File: src/rtl/assert_macros.svh
`ifndef ASSERT_MACROS_SVH
`define ASSERT_MACROS_SVH

// Plain property, checked on every rising clock edge outside reset.
`define KVT_ASSERT(lbl, prop, msg) \
    lbl: assert property (@(posedge clk) disable iff (!rst_n) (prop)) else $error(msg);

// Overlapped implication, checked on every rising clock edge outside reset.
`define KVT_ASSERT_IMP(lbl, ante, cons, msg) \
    lbl: assert property (@(posedge clk) disable iff (!rst_n) (ante) |-> (cons)) else $error(msg);

`endif

File: src/rtl/kvt_pkg.sv
package kvt_pkg;

    localparam int CAPACITY_DEF = 16;
    localparam int KEY_W        = 32;
    localparam int VALUE_W      = 32;
    localparam int COUNT_W      = 5;

    typedef enum logic [1:0] {
        OP_INSERT = 2'd0,
        OP_LOOKUP = 2'd1,
        OP_REMOVE = 2'd2
    } op_t;

    // Word that walks the cell row: first as a search pass, then as a commit pass.
    typedef struct packed {
        logic               vld;
        logic               commit;
        logic [1:0]         op;
        logic [KEY_W-1:0]   key;
        logic [VALUE_W-1:0] value;
        logic               hit;
        logic [VALUE_W-1:0] found_value;
        logic               free_seen;
        logic               done;
    } kvt_tok_t;

endpackage

File: src/rtl/kvt_cell.sv
module kvt_cell
(
    input  logic             clk,
    input  logic             rst_n,
    input  logic             adv,
    input  kvt_pkg::kvt_tok_t tok_in,
    output kvt_pkg::kvt_tok_t tok_out
);

    logic                          valid_reg;
    logic                          valid_next;
    logic [kvt_pkg::KEY_W-1:0]     key_reg;
    logic [kvt_pkg::KEY_W-1:0]     key_next;
    logic [kvt_pkg::VALUE_W-1:0]   value_reg;
    logic [kvt_pkg::VALUE_W-1:0]   value_next;
    kvt_pkg::kvt_tok_t             tok_reg;
    kvt_pkg::kvt_tok_t             tok_next;
    logic                          match;

    assign match   = valid_reg && (key_reg == tok_in.key);
    assign tok_out = tok_reg;

    always_comb
    begin
        tok_next   = tok_in;
        valid_next = valid_reg;
        key_next   = key_reg;
        value_next = value_reg;
        if (tok_in.vld)
        begin
            if (!tok_in.commit)
            begin
                if (!valid_reg)
                begin
                    tok_next.free_seen = 1'b1;
                end
                unique case (tok_in.op)
                    kvt_pkg::OP_INSERT, kvt_pkg::OP_REMOVE:
                    begin
                        if (match)
                        begin
                            tok_next.hit = 1'b1;
                        end
                    end
                    kvt_pkg::OP_LOOKUP:
                    begin
                        if (match)
                        begin
                            tok_next.hit         = 1'b1;
                            tok_next.found_value = value_reg;
                        end
                    end
                    default:
                    begin
                        tok_next.hit = 1'b0;
                    end
                endcase
            end
            else
            begin
                unique case (tok_in.op)
                    kvt_pkg::OP_INSERT:
                    begin
                        // update in place, or claim the first free entry seen
                        if (tok_in.hit && match)
                        begin
                            value_next = tok_in.value;
                        end
                        else if (!tok_in.hit && !tok_in.done && !valid_reg)
                        begin
                            valid_next    = 1'b1;
                            key_next      = tok_in.key;
                            value_next    = tok_in.value;
                            tok_next.done = 1'b1;
                        end
                    end
                    kvt_pkg::OP_REMOVE:
                    begin
                        if (match)
                        begin
                            valid_next = 1'b0;
                        end
                    end
                    default:
                    begin
                        valid_next = valid_reg;
                    end
                endcase
            end
        end
    end

    always_ff @(posedge clk or negedge rst_n)
    begin
        if (!rst_n)
        begin
            valid_reg <= 1'b0;
            tok_reg   <= '0;
        end
        else if (adv)
        begin
            valid_reg <= valid_next;
            tok_reg   <= tok_next;
        end
    end

    always_ff @(posedge clk)
    begin
        if (adv)
        begin
            key_reg   <= key_next;
            value_reg <= value_next;
        end
    end

endmodule

File: src/rtl/key_value_table_core.sv
// Associative table of CAPACITY key/value pairs, one operation per request word.
// Request channel (req_valid/req_stall): op, key, value. op 0 inserts or updates,
// op 1 looks up, op 2 removes; op 3 leaves the table alone.
// Response channel (rsp_valid/rsp_stall): hit, found_value, entry_count, overflow,
// exactly one response word per request word, in order.
// Each entry lives in a cell of a row. A request word walks the row once to search
// (match, lookup data, free entry seen) and once more to commit the write. One
// request is in flight at a time: the next is taken once the previous response is
// registered, so the row walk sets the request rate.
// The response register parts the two sides: a new request is taken while an
// earlier response still waits. If a response is ready to leave the row while the
// previous one is still stalled, the whole row holds until the register frees.
// Reset clears every entry, the entry count and both channels; no sweep is needed.
module key_value_table_core
#(
    parameter int CAPACITY = kvt_pkg::CAPACITY_DEF
)
(
    input  logic                                clk,
    input  logic                                rst_n,
    input  logic                                req_valid,
    output logic                                req_stall,
    input  logic [1:0]                          op,
    input  logic signed [kvt_pkg::KEY_W-1:0]    key,
    input  logic [kvt_pkg::VALUE_W-1:0]         value,
    output logic                                rsp_valid,
    input  logic                                rsp_stall,
    output logic                                hit,
    output logic [kvt_pkg::VALUE_W-1:0]         found_value,
    output logic [kvt_pkg::COUNT_W-1:0]         entry_count,
    output logic                                overflow
);

    localparam int NEED_W = $clog2(CAPACITY + 1);
    localparam int CNT_W  = (NEED_W > kvt_pkg::COUNT_W) ? NEED_W : kvt_pkg::COUNT_W;

    kvt_pkg::kvt_tok_t               tok [CAPACITY+1];
    logic [CAPACITY:0]               tok_vld;
    kvt_pkg::kvt_tok_t               exit_tok;
    logic                            adv;
    logic                            req_take;
    logic                            rsp_take;
    logic                            commit_exit;
    logic                            ins_new;

    logic                            busy_reg;
    logic                            busy_next;
    logic [CNT_W-1:0]                count_reg;
    logic [CNT_W-1:0]                count_next;
    logic                            rsp_valid_reg;
    logic                            rsp_valid_next;
    logic                            hit_reg;
    logic                            hit_next;
    logic [kvt_pkg::VALUE_W-1:0]     found_reg;
    logic [kvt_pkg::VALUE_W-1:0]     found_next;
    logic                            ovf_reg;
    logic                            ovf_next;

    assign exit_tok    = tok[CAPACITY];
    assign req_stall   = busy_reg;
    assign req_take    = req_valid && !req_stall;
    assign rsp_take    = rsp_valid_reg && !rsp_stall;
    assign commit_exit = exit_tok.vld && exit_tok.commit;
    assign adv         = !(commit_exit && rsp_valid_reg && rsp_stall);
    assign ins_new     = (exit_tok.op == kvt_pkg::OP_INSERT) && !exit_tok.hit;

    assign rsp_valid   = rsp_valid_reg;
    assign hit         = hit_reg;
    assign found_value = found_reg;
    assign entry_count = count_reg[kvt_pkg::COUNT_W-1:0];
    assign overflow    = ovf_reg;

    // Inject a new request, or turn a finished search around as the commit pass.
    always_comb
    begin
        tok[0] = '0;
        if (req_take)
        begin
            tok[0].vld   = 1'b1;
            tok[0].op    = op;
            tok[0].key   = key;
            tok[0].value = value;
        end
        else if (exit_tok.vld && !exit_tok.commit)
        begin
            tok[0]        = exit_tok;
            tok[0].commit = 1'b1;
        end
    end

    for (genvar i = 0; i < CAPACITY; i++)
    begin : g_cell
        kvt_cell u_cell
        (
            .clk     (clk),
            .rst_n   (rst_n),
            .adv     (adv),
            .tok_in  (tok[i]),
            .tok_out (tok[i+1])
        );
    end

    for (genvar j = 0; j <= CAPACITY; j++)
    begin : g_vld
        assign tok_vld[j] = tok[j].vld;
    end

    always_comb
    begin
        busy_next      = busy_reg;
        count_next     = count_reg;
        rsp_valid_next = rsp_valid_reg;
        hit_next       = hit_reg;
        found_next     = found_reg;
        ovf_next       = ovf_reg;
        if (rsp_take)
        begin
            rsp_valid_next = 1'b0;
        end
        if (req_take)
        begin
            busy_next = 1'b1;
        end
        if (commit_exit && adv)
        begin
            busy_next      = 1'b0;
            rsp_valid_next = 1'b1;
            hit_next       = exit_tok.hit;
            found_next     = exit_tok.found_value;
            ovf_next       = ins_new && !exit_tok.free_seen;
            if (ins_new && exit_tok.done)
            begin
                count_next = count_reg + CNT_W'(1);
            end
            else if ((exit_tok.op == kvt_pkg::OP_REMOVE) && exit_tok.hit)
            begin
                count_next = count_reg - CNT_W'(1);
            end
        end
    end

    always_ff @(posedge clk or negedge rst_n)
    begin
        if (!rst_n)
        begin
            busy_reg      <= 1'b0;
            count_reg     <= '0;
            rsp_valid_reg <= 1'b0;
        end
        else
        begin
            busy_reg      <= busy_next;
            count_reg     <= count_next;
            rsp_valid_reg <= rsp_valid_next;
        end
    end

    always_ff @(posedge clk)
    begin
        hit_reg   <= hit_next;
        found_reg <= found_next;
        ovf_reg   <= ovf_next;
    end

`include "assert_macros.svh"

    // the row head mirrors the exit word during the turnaround, so count cell outputs only
    `KVT_ASSERT(a_one_word_in_row, $countones(tok_vld[CAPACITY:1]) <= 1, "more than one word in the cell row")
    `KVT_ASSERT(a_count_bound, count_reg <= CNT_W'(CAPACITY), "entry count above capacity")
    `KVT_ASSERT_IMP(a_row_needs_busy, tok_vld[CAPACITY:1] != '0, busy_reg, "word in row while idle")
    `KVT_ASSERT_IMP(a_rsp_from_busy, $rose(rsp_valid_reg), $past(busy_reg), "response without request")
    `KVT_ASSERT_IMP(a_ovf_no_hit, rsp_valid_reg, !(ovf_reg && hit_reg), "overflow and hit together")

endmodule

File: config.mk
export PLATFORM = sky130hd
export DESIGN_NAME = key_value_table_core
export DESIGN_NICKNAME = d
export VERILOG_FILES = /design/src/rtl/kvt_pkg.sv /design/src/rtl/kvt_cell.sv /design/src/rtl/key_value_table_core.sv
export VERILOG_INCLUDE_DIRS = /design/src /design/src/rtl
export SDC_FILE = /design/constraint.sdc
export NUM_CORES = 2
export LEC_CHECK = 0
export BUFFER_PORTS_ARGS = -buffer_cell sky130_fd_sc_hd__buf_4
export CORE_MARGIN = 10
export CORE_UTILIZATION = 57
export CTS_CLUSTER_SIZE = 14
export DETAILED_ROUTE_END_ITERATION = 10
export GPL_ROUTABILITY_DRIVEN = 0
export PLACE_DENSITY_LB_ADDON = 0.25
export SYNTH_ARGS = -nofsm -noshare
export SYNTH_HDL_FRONTEND = slang
export SYNTH_SLANG_ARGS = --single-unit
File: constraint.sdc
create_clock -name clk -period 9.3 [get_ports clk]
set_input_delay 0.93 -clock clk [delete_from_list [all_inputs] [get_ports clk]]
set_output_delay 0.93 -clock clk [all_outputs]
set_load 0.02 [all_outputs]
==> results.cfg <==
[synthesis]
synth_ff_type = dfrtp_1
synth.distinct_cells = 62
synthesis.instances = 9163
syn_nets = 9237
synth_top_area_share_pct = 39.21
synth_area_leaders = dfrtp_1 39%, edfxtp_1 30%, nand2_1 12%
synth-async-reset-ratio_pct = 61.23
ys_seq_area_share_pct = 69.01
syn_area_sq_um = 106600
syn_avg_cell_area_sq_um = 11.64
synthTopCellsByCount = 3527 x nand2_1, 1671 x dfrtp_1, 1058 x edfxtp_1
synth-seq-cells = 2729
yosys_warnings = 0
synth.most_common_cell = nand2_1
synth_edf_count = 1058
synth_top_cell_by_area = dfrtp_1

[outcome]
violations = negative hold slack
status = finished with violations

[worst_setup_path]
path_delay_family = simple AND/OR/NAND/NOR gates
timing.rr.end = g_cell[0].u_cell.value_reg[23]$_DFFE_PP_
r2r_setup_slack_ns = 5.05
critPathLaunchType = flip-flop
r2r_start = req_stall$_DFFE_PN0P_
critPathSlowestCell = nand2b_1
crit_fanout = 35
arrival_ns = 4.78
path_cells = nand2b_1 > nand2_1 > o311ai_0 > nand4_1 > a2111oi_0 > nand3_1 > buf_4 > o31ai_4 > buf_4
reg2reg_depth = 9
end_kind = flip-flop
slowest_delay_ns = 0.72
crit_type = flip-flop to flip-flop
cp_common_cell = buf_4
cp.required_ns = 9.83
startpoint = req_stall$_DFFE_PN0P_
crit_buf_inv = 2

[clocking]
cts_sinks = 2729
cts_tree = built
hold_buffers = 0
cts-root-buf = clkbuf_16
cts_buffers = 280
postCtsSetupBuffers = 0
cts.path.max_buffers = 4
cts_resized = 0
clk-insertion-delay-late_ns = 0.92
clk_pin_slew_worst_paths_ns = 0.06
htree_levels = 5

[floorplanning]
io_pins = 111
die_h_um = 452.5
die_w_um = 452.5
core_area_sq_um = 185800
start_util_pct = 57.38
die_area_sq_um = 204800
rows = 158

[drt]
via_per_inst = 5.597
drc = 0
totalWireLength_um = 248700
avgRoutedWirePerCell_um = 20.91
vias = 66560
ant_nets = 0
drt-initial-drc-count = 5710
firstDrtPassIters = 6

[placed_design]
portBuffers = 110
place_hpwl_um = 158800

[sta]
worst_pin_slew_ns = 1.319
fmax_mhz = 235.3
finalHoldViolCount = 14
drv_slew = 0
slew_headroom_pct = 12.04
holdWs_ns = -0.05365
setup_tns_ns = 0
rsz0062_at_grt = false
worst_clock_skew_ns = 0.03952
fin_crit_sh_pct = 45.69
setup_viol = 0
fin_crit_ns = 4.249

[pwr]
finalPower_mw = 24.12
peakVddDrop_v = 0.0001578
powerDensity_nw_per_um2 = 203.1
leakage_nw = 56.88

[grt]
grt_start_max_net_pins = 266
grt_pass1_vias = 68400
gr-total-overflow = 0
antenna_found_initial = 1
grt_pass1_wl_um = 390600
globalRouteTotalUtil_pct = 24.12

[final_layout]
area_growth_syn_to_layout_pct = 11.37
final_nets = 9277
largest_reg_flops = 1648
fillCellCount = 14020
drive_above_1_share_pct = 7.493

[hold_path]
hold_class = input pin to asynchronous set/reset pin

[flow_run]
drv_cap = 0
worst max-delay path by stage:
stage	end	slack, ns	depth (start not counted)
floorplan	g_cell[0].u_cell.value_reg[0]$_DFFE_PP_	3.79	9
global placement	g_cell[0].u_cell.value_reg[25]$_DFFE_PP_	4.64	10
detailed placement	g_cell[0].u_cell.value_reg[10]$_DFFE_PP_	4.69	10
CTS	g_cell[0].u_cell.value_reg[24]$_DFFE_PP_	5.20	9
global route	g_cell[0].u_cell.value_reg[23]$_DFFE_PP_	4.61	9
finish	g_cell[0].u_cell.value_reg[23]$_DFFE_PP_	5.05	9
metrics by stage:
step,cells,hold WS (ns),setup WS (ns),area [sq um],utilization [%]
2_1_floorplan,9163,0.4249,3.788,106600,-
6_report,11890,-0.05365,5.051,118800,63.91
3_3_place_gp,11400,0.4275,4.637,109900,59.13
5_1_grt,11890,0.03638,4.612,118700,63.90
4_1_cts,11890,0.06206,5.199,118700,63.90
3_5_place_dp,11400,0.4312,4.695,109900,59.13
cell type report:
| cell class | instances | area (sq um) | area share, % |
|---|---|---|---|
| clock buffer | 420 | 8218 | 6.920 |
| antenna | 3 | 7.507 | 0.006322 |
| inverter | 47 | 176.4 | 0.1486 |
| sequential | 2729 | 73590 | 61.96 |
| multi-input combinational | 5942 | 31270 | 26.33 |
| timing repair buffer | 203 | 1757 | 1.479 |
| clock inverter | 68 | 640.6 | 0.5394 |
| tap | 2480 | 3103 | 2.613 |
worst register-to-register path: stages, from the launching register on:
cell       delay (ns)
dfrtp_1          0.43
nand2b_1         0.72
nand2_1          0.33
o311ai_0         0.47
nand4_1          0.18
a2111oi_0        0.41
nand3_1          0.17
buf_4            0.34
o31ai_4          0.29
buf_4            0.52
layer usage:
layer / global-route usage, % / vias to the layer above / part of all wire (%)
li1: - / 30820 / -
met1: 30.99 / 33510 / 40
met2: 41.56 / 1722 / 51
met3: 3.252 / 509 / 4.8
met4: 9.587 / 2 / 4.1
met5: 0 / - / 0.0060
report_power, final:
group / leakage [nW] / switching, mW / internal [mW] / total (mW)
registers: 32.9 / 0.124 / 12.6 / 12.7
clock network: 4.35 / 4.47 / 6.42 / 10.9
logic: 19.6 / 0.366 / 0.154 / 0.520
placed cells by master, fill, tap and decap left out, drive strengths merged, types with 5 or more instances in the layout:
master	instances
nand3b	9
a311oi	10
nor4	98
buf	203
xnor2	115
clkinv	52
or4	18
mux2i	480
nand3	35
a22o	49
o31ai	33
nor2	150
dfrtp	1671
a21o	23
nor4bb	12
clkbuf	420
nand2	3527
o22ai	9
nor3	64
nand4	45
inv	50
a221oi	8
nor2b	25
a31oi	11
mux2	65
nand4b	12
xor2	401
o21ai	476
a31o	5
edfxtp	1058
nor3b	17
bufinv	12
or2	6
a22oi	36
and3b	6
a21oi	149
cells by family (layout without fill, tap and decap cells):
kind of cell | count (synthesis) | in the layout | synth area share (%)
flops | 2729 | 2729 | 69.01
other cells | 0 | 3 | 0
buf+inv | 492 | 738 | 1.850
mux | 545 | 545 | 5.192
simple gates | 4037 | 4037 | 15.10
fa+ha+maj | 4 | 4 | 0.05398
xor+xnor | 516 | 516 | 4.238
compound gates | 840 | 840 | 4.554
No activity file was read; power rests on OpenSTA's default activity.
